## src/hw/rtl/pa_pkg.sv

```systemverilog
// Shared constants, codes and types of the primitive assembly block.
package pa_pkg;

  localparam int VidW      = 16;
  localparam int FifoDepth = 4;
  localparam int PtrW      = $clog2(FifoDepth);
  localparam int CntW      = $clog2(FifoDepth + 1);

  // input item kinds
  localparam logic [1:0] KindBegin  = 2'd0;
  localparam logic [1:0] KindVertex = 2'd1;
  localparam logic [1:0] KindEnd    = 2'd2;

  // primitive modes
  localparam logic [3:0] ModePoints    = 4'd0;
  localparam logic [3:0] ModeLineStrip = 4'd1;
  localparam logic [3:0] ModeLineLoop  = 4'd2;
  localparam logic [3:0] ModeLines     = 4'd3;
  localparam logic [3:0] ModeTriStrip  = 4'd4;
  localparam logic [3:0] ModeTriFan    = 4'd5;
  localparam logic [3:0] ModeTris      = 4'd6;
  localparam logic [3:0] ModeQuads     = 4'd7;
  localparam logic [3:0] ModeQuadStrip = 4'd8;

  // result primitive kinds
  localparam logic [1:0] PrimNone  = 2'd0;
  localparam logic [1:0] PrimPoint = 2'd1;
  localparam logic [1:0] PrimLine  = 2'd2;
  localparam logic [1:0] PrimTri   = 2'd3;

  // status codes
  localparam logic [1:0] StatOk      = 2'd0;
  localparam logic [1:0] StatInvOp   = 2'd1;
  localparam logic [1:0] StatInvEnum = 2'd2;

  typedef struct packed {
    logic [1:0]      prim_kind;
    logic [VidW-1:0] vert_a;
    logic [VidW-1:0] vert_b;
    logic [VidW-1:0] vert_c;
    logic [1:0]      status;
    logic            last;
  } res_t;

  typedef struct packed {
    logic [CntW-1:0] count;
    logic            room;
  } fifo_stat_t;

  function automatic res_t mk_res(logic [1:0] pk, logic [VidW-1:0] a, logic [VidW-1:0] b,
                                  logic [VidW-1:0] c, logic [1:0] st);
    res_t r;
    r.prim_kind = pk;
    r.vert_a    = a;
    r.vert_b    = b;
    r.vert_c    = c;
    r.status    = st;
    r.last      = 1'b0;
    return r;
  endfunction

endpackage

```

## src/hw/rtl/pa_if.sv

```systemverilog
// Valid/ready channel interfaces for item input and primitive output.
interface pa_in_if;
  logic                    valid;
  logic                    ready;
  logic [1:0]              kind;
  logic [3:0]              mode;
  logic [pa_pkg::VidW-1:0] vertex_id;

  modport source (output valid, kind, mode, vertex_id, input ready);
  modport sink   (input valid, kind, mode, vertex_id, output ready);
endinterface

interface pa_out_if;
  logic                    valid;
  logic                    ready;
  logic [1:0]              prim_kind;
  logic [pa_pkg::VidW-1:0] vert_a;
  logic [pa_pkg::VidW-1:0] vert_b;
  logic [pa_pkg::VidW-1:0] vert_c;
  logic [1:0]              status;
  logic                    last;

  modport source (output valid, prim_kind, vert_a, vert_b, vert_c, status, last, input ready);
  modport sink   (input valid, prim_kind, vert_a, vert_b, vert_c, status, last, output ready);
endinterface

```

## src/hw/rtl/pa_res_fifo.sv

```systemverilog
// Result queue: takes up to two results per cycle, hands out one per cycle.
module pa_res_fifo (
  input  logic               clk_i,
  input  logic               rst_ni,
  input  logic [1:0]         push_n_i,
  input  pa_pkg::res_t       push0_i,
  input  pa_pkg::res_t       push1_i,
  input  logic               pop_i,
  output pa_pkg::res_t       head_o,
  output pa_pkg::fifo_stat_t stat_o
);

  pa_pkg::res_t                  mem_q [pa_pkg::FifoDepth];
  logic [pa_pkg::PtrW-1:0]       wr_q;
  logic [pa_pkg::PtrW-1:0]       rd_q;
  logic [pa_pkg::CntW-1:0]       cnt_q;
  logic [pa_pkg::PtrW-1:0]       wr_nxt;

  assign wr_nxt = pa_pkg::PtrW'(wr_q + 1'b1);

  always_ff @(posedge clk_i) begin
    if (push_n_i != 2'd0) begin
      mem_q[wr_q] <= push0_i;
    end
    if (push_n_i == 2'd2) begin
      mem_q[wr_nxt] <= push1_i;
    end
  end

  always_ff @(posedge clk_i or negedge rst_ni) begin
    if (!rst_ni) begin
      wr_q  <= '0;
      rd_q  <= '0;
      cnt_q <= '0;
    end else begin
      wr_q  <= pa_pkg::PtrW'(wr_q + pa_pkg::PtrW'(push_n_i));
      rd_q  <= pa_pkg::PtrW'(rd_q + pa_pkg::PtrW'(pop_i));
      cnt_q <= pa_pkg::CntW'(cnt_q + pa_pkg::CntW'(push_n_i) - pa_pkg::CntW'(pop_i));
    end
  end

  assign head_o       = mem_q[rd_q];
  assign stat_o.count = cnt_q;
  // room for the worst case of two results from one item
  assign stat_o.room  = (cnt_q <= pa_pkg::CntW'(pa_pkg::FifoDepth - 2));

endmodule

```

## src/hw/rtl/primitive_assembly_core.sv

```systemverilog
// Primitive assembly top level: begin/vertex/end items in, primitive descriptors out.
// Input channel in_i carries kind (begin, vertex, end), mode (on begin) and vertex_id.
// Output channel out_o carries prim_kind, three vertex handles, status and last;
// last marks the final result caused by one input item. Items that cause no result
// (vertex while idle, unused kind code, vertices that do not complete a primitive)
// are consumed silently.
// An accepted item is registered in the item stage, assembled there once the queue has
// room and written to a four-entry result queue; its first result is then presented on
// out_o from the queue head and transfers when out_o.ready is high.
// Throughput: one item per cycle unless the assembly stage holds. It advances when
// the queue has room for two results, so a quad (two triangles per fourth vertex)
// never stalls a steady vertex stream while out_o takes one result per cycle.
// When the receiver stalls, results wait in the queue, the assembly stage holds its
// item once more than two results are waiting, and in_i.ready drops.
// Reset clears the open-primitive state and empties the queue; stored vertex handles
// are not cleared and are only read once vertices after a begin have refilled them.
module primitive_assembly_core (
  input  logic        clk_i,
  input  logic        rst_ni,
  pa_in_if.sink       in_i,
  pa_out_if.source    out_o
);

  // item stage
  logic                    stg_vld_q;
  logic [1:0]              stg_kind_q;
  logic [3:0]              stg_mode_q;
  logic [pa_pkg::VidW-1:0] stg_vid_q;

  // assembly state
  logic                    active_q, active_d;
  logic [3:0]              mode_q, mode_d;
  logic [1:0]              pos_q, pos_d;
  logic [1:0]              seen_q, seen_d;
  logic [pa_pkg::VidW-1:0] h1_q, h2_q, h3_q;
  logic [pa_pkg::VidW-1:0] loop_first_q, loop_first_d;
  logic [pa_pkg::VidW-1:0] fan_q, fan_d;
  logic                    shift_en;

  logic                    fire;
  logic                    pop;
  logic [1:0]              n;
  logic [1:0]              push_n;
  pa_pkg::res_t            r0, r1, head;
  pa_pkg::fifo_stat_t      fst;
  logic [pa_pkg::CntW-1:0] cnt_exp;
  logic [1:0]              seen_inc;

  assign fire       = stg_vld_q && fst.room;
  assign in_i.ready = !stg_vld_q || fst.room;

  always_ff @(posedge clk_i or negedge rst_ni) begin
    if (!rst_ni) begin
      stg_vld_q <= 1'b0;
    end else if (in_i.ready) begin
      stg_vld_q <= in_i.valid;
    end
  end

  always_ff @(posedge clk_i) begin
    if (in_i.valid && in_i.ready) begin
      stg_kind_q <= in_i.kind;
      stg_mode_q <= in_i.mode;
      stg_vid_q  <= in_i.vertex_id;
    end
  end

  assign seen_inc = (seen_q == 2'd3) ? seen_q : 2'(seen_q + 2'd1);

  always_comb begin
    active_d     = active_q;
    mode_d       = mode_q;
    pos_d        = pos_q;
    seen_d       = seen_q;
    loop_first_d = loop_first_q;
    fan_d        = fan_q;
    shift_en     = 1'b0;
    n            = 2'd0;
    r0           = pa_pkg::mk_res(pa_pkg::PrimNone, '0, '0, '0, pa_pkg::StatOk);
    r1           = r0;

    unique case (stg_kind_q)
      pa_pkg::KindBegin: begin
        n = 2'd1;
        if (active_q) begin
          r0.status = pa_pkg::StatInvOp;
        end else if (stg_mode_q > pa_pkg::ModeQuadStrip) begin
          r0.status = pa_pkg::StatInvEnum;
        end else begin
          active_d = 1'b1;
          mode_d   = stg_mode_q;
          pos_d    = 2'd0;
          seen_d   = 2'd0;
        end
      end
      pa_pkg::KindEnd: begin
        n = 2'd1;
        if (!active_q) begin
          r0.status = pa_pkg::StatInvOp;
        end else begin
          active_d = 1'b0;
          if (mode_q == pa_pkg::ModeLineLoop && seen_q > 2'd2) begin
            r0 = pa_pkg::mk_res(pa_pkg::PrimLine, h1_q, loop_first_q, '0, pa_pkg::StatOk);
          end
        end
      end
      pa_pkg::KindVertex: begin
        if (active_q) begin
          // h1..h3 hold the last three handles, newest first
          shift_en = 1'b1;
          unique case (mode_q)
            pa_pkg::ModePoints: begin
              n  = 2'd1;
              r0 = pa_pkg::mk_res(pa_pkg::PrimPoint, stg_vid_q, '0, '0, pa_pkg::StatOk);
            end
            pa_pkg::ModeLineStrip, pa_pkg::ModeLineLoop: begin
              if (seen_q == 2'd0) begin
                if (mode_q == pa_pkg::ModeLineLoop) begin
                  loop_first_d = stg_vid_q;
                end
                seen_d = 2'd1;
                pos_d  = 2'd1;
              end else begin
                n  = 2'd1;
                r0 = pa_pkg::mk_res(pa_pkg::PrimLine, h1_q, stg_vid_q, '0, pa_pkg::StatOk);
                if (mode_q == pa_pkg::ModeLineLoop) begin
                  seen_d = seen_inc;
                end
                pos_d = {1'b0, ~pos_q[0]};
              end
            end
            pa_pkg::ModeLines: begin
              if (pos_q == 2'd0) begin
                pos_d = 2'd1;
              end else begin
                n     = 2'd1;
                r0    = pa_pkg::mk_res(pa_pkg::PrimLine, h1_q, stg_vid_q, '0, pa_pkg::StatOk);
                pos_d = 2'd0;
              end
            end
            pa_pkg::ModeTriStrip, pa_pkg::ModeTriFan, pa_pkg::ModeTris: begin
              if (seen_q < 2'd2) begin
                if (mode_q == pa_pkg::ModeTriFan && seen_q == 2'd0) begin
                  fan_d = stg_vid_q;
                end
                seen_d = seen_inc;
              end else begin
                n  = 2'd1;
                r0 = pa_pkg::mk_res(pa_pkg::PrimTri,
                                    (mode_q == pa_pkg::ModeTriFan) ? fan_q : h2_q,
                                    h1_q, stg_vid_q, pa_pkg::StatOk);
                if (mode_q == pa_pkg::ModeTris) begin
                  seen_d = 2'd0;
                end
              end
              pos_d = 2'(pos_q + 2'd1);
            end
            pa_pkg::ModeQuads: begin
              if (seen_q < 2'd3) begin
                seen_d = seen_inc;
              end else begin
                n      = 2'd2;
                r0     = pa_pkg::mk_res(pa_pkg::PrimTri, h3_q, h2_q, h1_q, pa_pkg::StatOk);
                r1     = pa_pkg::mk_res(pa_pkg::PrimTri, h1_q, stg_vid_q, h3_q, pa_pkg::StatOk);
                seen_d = 2'd0;
              end
              pos_d = 2'(pos_q + 2'd1);
            end
            pa_pkg::ModeQuadStrip: begin
              if (seen_q < 2'd3 || !pos_q[0]) begin
                seen_d = seen_inc;
              end else begin
                n = 2'd2;
                // the first triangle swaps its leading handles except at ring position three
                if (pos_q[1]) begin
                  r0 = pa_pkg::mk_res(pa_pkg::PrimTri, h3_q, h2_q, h1_q, pa_pkg::StatOk);
                end else begin
                  r0 = pa_pkg::mk_res(pa_pkg::PrimTri, h2_q, h3_q, h1_q, pa_pkg::StatOk);
                end
                r1 = pa_pkg::mk_res(pa_pkg::PrimTri, h1_q, stg_vid_q, h3_q, pa_pkg::StatOk);
              end
              pos_d = 2'(pos_q + 2'd1);
            end
            default: begin
              n = 2'd0;
            end
          endcase
        end
      end
      default: begin
        n = 2'd0;
      end
    endcase

    if (n == 2'd1) begin
      r0.last = 1'b1;
    end
    if (n == 2'd2) begin
      r1.last = 1'b1;
    end
  end

  always_ff @(posedge clk_i or negedge rst_ni) begin
    if (!rst_ni) begin
      active_q <= 1'b0;
      mode_q   <= '0;
      pos_q    <= '0;
      seen_q   <= '0;
    end else if (fire) begin
      active_q <= active_d;
      mode_q   <= mode_d;
      pos_q    <= pos_d;
      seen_q   <= seen_d;
    end
  end

  always_ff @(posedge clk_i) begin
    if (fire) begin
      loop_first_q <= loop_first_d;
      fan_q        <= fan_d;
      if (shift_en) begin
        h1_q <= stg_vid_q;
        h2_q <= h1_q;
        h3_q <= h2_q;
      end
    end
  end

  assign push_n = fire ? n : 2'd0;
  assign pop    = out_o.valid && out_o.ready;

  pa_res_fifo u_res_fifo (
    .clk_i    (clk_i),
    .rst_ni   (rst_ni),
    .push_n_i (push_n),
    .push0_i  (r0),
    .push1_i  (r1),
    .pop_i    (pop),
    .head_o   (head),
    .stat_o   (fst)
  );

  assign out_o.valid     = (fst.count != '0);
  assign out_o.prim_kind = head.prim_kind;
  assign out_o.vert_a    = head.vert_a;
  assign out_o.vert_b    = head.vert_b;
  assign out_o.vert_c    = head.vert_c;
  assign out_o.status    = head.status;
  assign out_o.last      = head.last;

  assign cnt_exp = pa_pkg::CntW'(fst.count + pa_pkg::CntW'(push_n) - pa_pkg::CntW'(pop));

  a_mode_legal: assert property (@(posedge clk_i) disable iff (!rst_ni)
    active_q |-> (mode_q <= pa_pkg::ModeQuadStrip))
    else $error("open primitive holds an illegal mode");

  a_no_overflow: assert property (@(posedge clk_i) disable iff (!rst_ni)
    fst.count <= pa_pkg::CntW'(pa_pkg::FifoDepth))
    else $error("result queue overflow");

  a_count_track: assert property (@(posedge clk_i) disable iff (!rst_ni)
    1'b1 |=> (fst.count == $past(cnt_exp)))
    else $error("result queue count lost a transfer");

  a_stall_hold: assert property (@(posedge clk_i) disable iff (!rst_ni)
    (stg_vld_q && !fst.room) |=> (stg_vld_q && $stable(stg_kind_q) && $stable(stg_vid_q)))
    else $error("stalled item changed in assembly stage");

endmodule
```

## src/flat_wrapper.sv

```systemverilog
// flat-port wrapper written by rule: the top's interface ports become plain ports
module primitive_assembly_core_flat 
  (clk_i, rst_ni, in_i_valid, in_i_kind, in_i_mode, in_i_vertex_id, in_i_ready, out_o_valid, out_o_prim_kind, out_o_vert_a, out_o_vert_b, out_o_vert_c, out_o_status, out_o_last, out_o_ready);
  pa_in_if in_i_i ();
  pa_out_if out_o_i ();
  input  logic clk_i;
  input  logic rst_ni;
  input wire logic [$bits(in_i_i.valid)-1:0] in_i_valid;
  input wire logic [$bits(in_i_i.kind)-1:0] in_i_kind;
  input wire logic [$bits(in_i_i.mode)-1:0] in_i_mode;
  input wire logic [$bits(in_i_i.vertex_id)-1:0] in_i_vertex_id;
  output wire logic [$bits(in_i_i.ready)-1:0] in_i_ready;
  output wire logic [$bits(out_o_i.valid)-1:0] out_o_valid;
  output wire logic [$bits(out_o_i.prim_kind)-1:0] out_o_prim_kind;
  output wire logic [$bits(out_o_i.vert_a)-1:0] out_o_vert_a;
  output wire logic [$bits(out_o_i.vert_b)-1:0] out_o_vert_b;
  output wire logic [$bits(out_o_i.vert_c)-1:0] out_o_vert_c;
  output wire logic [$bits(out_o_i.status)-1:0] out_o_status;
  output wire logic [$bits(out_o_i.last)-1:0] out_o_last;
  input wire logic [$bits(out_o_i.ready)-1:0] out_o_ready;
  assign in_i_i.valid = in_i_valid;
  assign in_i_i.kind = in_i_kind;
  assign in_i_i.mode = in_i_mode;
  assign in_i_i.vertex_id = in_i_vertex_id;
  assign in_i_ready = in_i_i.ready;
  assign out_o_valid = out_o_i.valid;
  assign out_o_prim_kind = out_o_i.prim_kind;
  assign out_o_vert_a = out_o_i.vert_a;
  assign out_o_vert_b = out_o_i.vert_b;
  assign out_o_vert_c = out_o_i.vert_c;
  assign out_o_status = out_o_i.status;
  assign out_o_last = out_o_i.last;
  assign out_o_i.ready = out_o_ready;
  primitive_assembly_core u_core (.clk_i(clk_i), .rst_ni(rst_ni), .in_i(in_i_i), .out_o(out_o_i));
endmodule
```

## config.mk

```make
export PLATFORM = sky130hd
export DESIGN_NAME = primitive_assembly_core_flat
export DESIGN_NICKNAME = d
export VERILOG_FILES = /design/src/hw/rtl/pa_pkg.sv /design/src/hw/rtl/pa_if.sv /design/src/hw/rtl/pa_res_fifo.sv /design/src/hw/rtl/primitive_assembly_core.sv /design/src/flat_wrapper.sv
export SDC_FILE = /design/constraint.sdc
export NUM_CORES = 1
export LEC_CHECK = 0
export BUFFER_PORTS_ARGS = -buffer_cell sky130_fd_sc_hd__buf_2
export CAP_MARGIN = 25
export CORE_MARGIN = 2
export CORE_UTILIZATION = 60
export DETAILED_ROUTE_END_ITERATION = 12
export PLACE_DENSITY = 0.76
export SLEW_MARGIN = 10
export SYNTH_ARGS = -nofsm -noshare
export SYNTH_HDL_FRONTEND = slang
export SYNTH_SLANG_ARGS = --single-unit
```

## constraint.sdc

```tcl
create_clock -name clk_i -period 6.2 [get_ports clk_i]
set_clock_uncertainty 0.1 [all_clocks]
set_input_delay 0.93 -clock clk_i [delete_from_list [all_inputs] [get_ports clk_i]]
set_output_delay 0.93 -clock clk_i [all_outputs]
set_load 0.05 [all_outputs]
```

==> metrics.md <==
| Metric | Value |
|---|---|
| EDFF count, synth | `306` |
| Worst skew pair latency | `0.52 ns` |
| Sw power | `2.93 mW` |
| Setup Buffers After CTS | `0` |
| First-pass GRT wire length | `68.9 mm` |
| Critical Path Source | `u_core.seen_q[1]` |
| Synth Register Bits | `331` |
| Hold Fails Final Rpt | `0` |
| Layout cell share with drive strength beyond 1 | `0.200` |
| WS Path Type | `flop to flop` |
| Min Tclk post-route | `4.96 ns` |
| Post-placement cell area | `0.0168 mm2` |
| Vias per cell | `7.28` |
| DRC | `0` |
| R2r endpoint | `u_core.u_res_fifo.mem_q[1][44]` |
| Core Util, Final | `0.688` |
| Initial antenna violation count | `0` |
| Met2 GRT Util | `0.477` |
| Clock root buffer | `clkbuf_16` |
| Clk pwr share | `0.278` |
| Fillers | `1,771` |
| RR Startpoint | `u_core.seen_q[1]` |
| Largest net degree at the start of global routing | `55` |
| CP peak stage delay | `1.02 ns` |
| Most Crowded Layer GR | `met2` |
| Required @ worst endpoint | `6.31 ns` |
| Worst Setup Start Kind | `flop` |
| Cell Area, Synth | `0.0161 mm2` |
| Worst hold-check path type | `primary input to asynchronous set/reset pin` |
| Worst rel slew slack | `0.278` |
| Mapped Nets | `1,257` |
| Global route total overflow | `0` |
| Starting density of the core | `0.614` |
| Met1 Track Usage GR | `0.470` |
| Cells after Synth | `1,214` |
| Crit-path cells | `ha_1 -> nand2_1 -> o22ai_2 -> o2bb2ai_1 -> nor2_2 -> or3_1 -> inv_2 -> buf_12` |
| Leading post-synthesis cells by cell area | `edfxtp_1 57%, mux4_2 7.4%, o22ai_1 5.5%, dfrtp_1 2.6%, nand2_1 2.5%` |
| Endpoints failing setup | `0` |
| FF-to-FF setup slack | `1.24 ns` |
| Crit. End Element | `flop` |
| # clock sinks | `331` |
| Logic pwr share | `0.330` |
| Post-Route WL | `45.2 mm` |
| VDD IR max | `0.285 mV` |
| Post-synth top area cell | `edfxtp_1` |
| Max-Cap Viols | `0` |
| Via count | `11,800` |
| Avg WL per Cell | `27.9 um` |
| Seq pwr share | `0.392` |
| GRT Total Usage | `0.323` |
| Maximum clock frequency | `0.201 GHz` |
| Power Density | `433 mW/mm2` |
| Register area | `0.00978 mm2` |
| CP max-delay cell | `o22ai_2` |
| Post-CTS Resized | `0` |
| Leak pwr | `5.53 nW` |
| Async set-or-reset flop fraction in the synthesized netlist | `0.0514` |
| Share of the synthesized area in the top cell type | `0.571` |
| Worst Tran Pin Value | `1.08 ns` |
| Cts bufs inserted | `35` |
| Maximum fanout along the worst path | `27` |
| Design Area, Final | `0.0180 mm2` |
| Avg Cell Area, Syn | `13.2 um2` |
| Internal power | `4.88 mW` |
| CP Capture Point | `u_core.u_res_fifo.mem_q[1][44]` |
| Final nets | `1,302` |
| Dpl hpwl | `28.6 mm` |
| Site Rows | `59` |
| DR iter-0 viols | `2,154` |
| CTS clock-pin slew for the worst setup and hold paths | `0.06 ns` |
| Leading register cell type out of synthesis | `edfxtp_1` |
| Post-synthesis sequential area ratio | `0.608` |
| Die area | `0.0281 mm2` |
| TritonRoute pass-1 iters | `9` |
| Yosys warning count | `0` |
| Clock H-tree levels | `2` |
| Fin crit share | `0.800` |
| Die Y | `168 um` |
| CP arrival | `5.08 ns` |
| Vias in the first global route | `11,100` |
| Die Span X | `168 um` |
| Leading cell type in the layout, fill and taps excluded | `edfxtp_1` |
| Status | `finished clean` |
| Core Area | `0.0262 mm2` |
| Antenna-violating nets left | `0` |
| TritonCTS clock tree | `built` |
| Syn-to-layout area delta | `12.1%` |
| Most frequent cells in the layout | `306 x edfxtp_1, 142 x o22ai_1, 104 x nand2_1` |
| Multi-input logic area | `0.00588 mm2` |
| CTS Buffer Depth | `3` |
| Fin Setup TNS | `0 ns` |
| GR Layer Usage met3 | `0.0856` |
| Library cells used by synthesis | `68` |
| Worst reg-to-reg path cell count | `8` |
| Fin. max-slew vios | `0` |
| Port Buffers | `80` |
| Sw Share | `0.375` |
| Hold buffers post-CTS | `0` |
| GP Congestion | `0.906` |
| Antenna Cells | `0` |
| IO Count | `81` |
| Unrepaired setup endpoints after global routing | `no` |
-- cells in the mapped netlist, drive strengths merged, types with 10 or more instances --
master and instances:
edfxtp 306, o22ai 143, nand2 107, a21oi 74
clkbuf 68, mux4 53, o21ai 40, buf 34
nor2 31, nand3 28, mux2i 26, a22oi 23
nor2b 23, a32o 20, inv 19, nor3 18
dfrtp 17, a221oi 16, a22o 16, ha 16
nand2b 14, mux2 11, a221o 10, a32oi 10
o32ai 10
-- sequential cells by signal, summed over array words and instances (netlist names), 3 cells and up --
register / cells
u_core.u_res_fifo.cnt_q: 3
u_core.loop_first_q: 16
u_core.mode_q: 4
u_core.h3_q: 16
u_core.u_res_fifo.mem_q: 212
u_core.h2_q: 16
u_core.stg_vid_q: 16
u_core.fan_q: 16
u_core.h1_q: 16
u_core.stg_mode_q: 4
-- cells by family (layout without fill, tap and decap cells) --
kind of cell    count (synthesis)  count (layout)  synth area share
mux                            90              90            0.0981
buf+inv                       121             192            0.0312
flops                         331             331             0.608
fa+ha+maj                      17              17            0.0137
simple gates                  253             253            0.0770
xor+xnor                        5               5           0.00272
compound gates                397             397             0.169
-- stage by stage --
step	hold slack (ns)	std cells	setup WS [ns]	power (mW)
floorplan	0.336	1214	1.32	4.96
global placement	0.348	1554	1.53	5.61
detailed placement	0.361	1555	1.36	5.66
CTS	0.269	1618	1.34	7.79
global route	0.297	1620	1.06	8.06
finish	0.263	1620	1.24	7.80
-- worst max-delay path, delay by kind of cell, from the launching register on --
kind,cells,cell delay [ns]
AND/OR/NAND/NOR,3,1.35
adder cells (fa/ha/maj),1,0.28
buffers and inverters,2,0.93
AO/OA/AOI/OAI,2,1.48
flip-flops,1,0.50
-- layer usage --
metal | part of all wire | wire [um] | vias up
met1 | 0.37 | 16800 | 5713
met5 | 0 | 0 | -
met4 | 0.035 | 1590 | 0
met3 | 0.15 | 6590 | 121
met2 | 0.45 | 20200 | 950
li1 | - | - | 5017
-- power by group through the flow --
stage                     registers (mW)  logic, mW  clock network [mW]
after floorplan                     2.91       2.05                   0
after global placement              3.08       2.53                   0
after detailed placement            3.10       2.56                   0
after CTS                           3.05       2.57                2.17
after global routing                3.09       2.71                2.27
final                               3.06       2.58                2.17
-- cell type report --
cell class,instances,area share
sequential,331,0.543
clock buffer,54,0.0571
tap,335,0.0233
timing repair buffer,110,0.0386
inverter,19,0.00396
clock inverter,9,0.00826
multi-input combinational,762,0.326
-- worst min-delay path by stage --
stage / start / to / slack, ns / cells after the start
floorplan: u_core.u_res_fifo.mem_q[0][2] / u_core.u_res_fifo.mem_q[0][2] / 0.34 / 2
global placement: u_core.u_res_fifo.mem_q[0][2] / u_core.u_res_fifo.mem_q[0][2] / 0.35 / 2
detailed placement: u_core.u_res_fifo.mem_q[2][2] / u_core.u_res_fifo.mem_q[2][2] / 0.36 / 2
CTS: rst_ni / u_core.u_res_fifo.cnt_q[2] / 0.27 / 1
global route: rst_ni / u_core.seen_q[1] / 0.30 / 1
finish: rst_ni / u_core.u_res_fifo.cnt_q[1] / 0.26 / 1
Note: power is estimated with default switching activity, not from simulation.
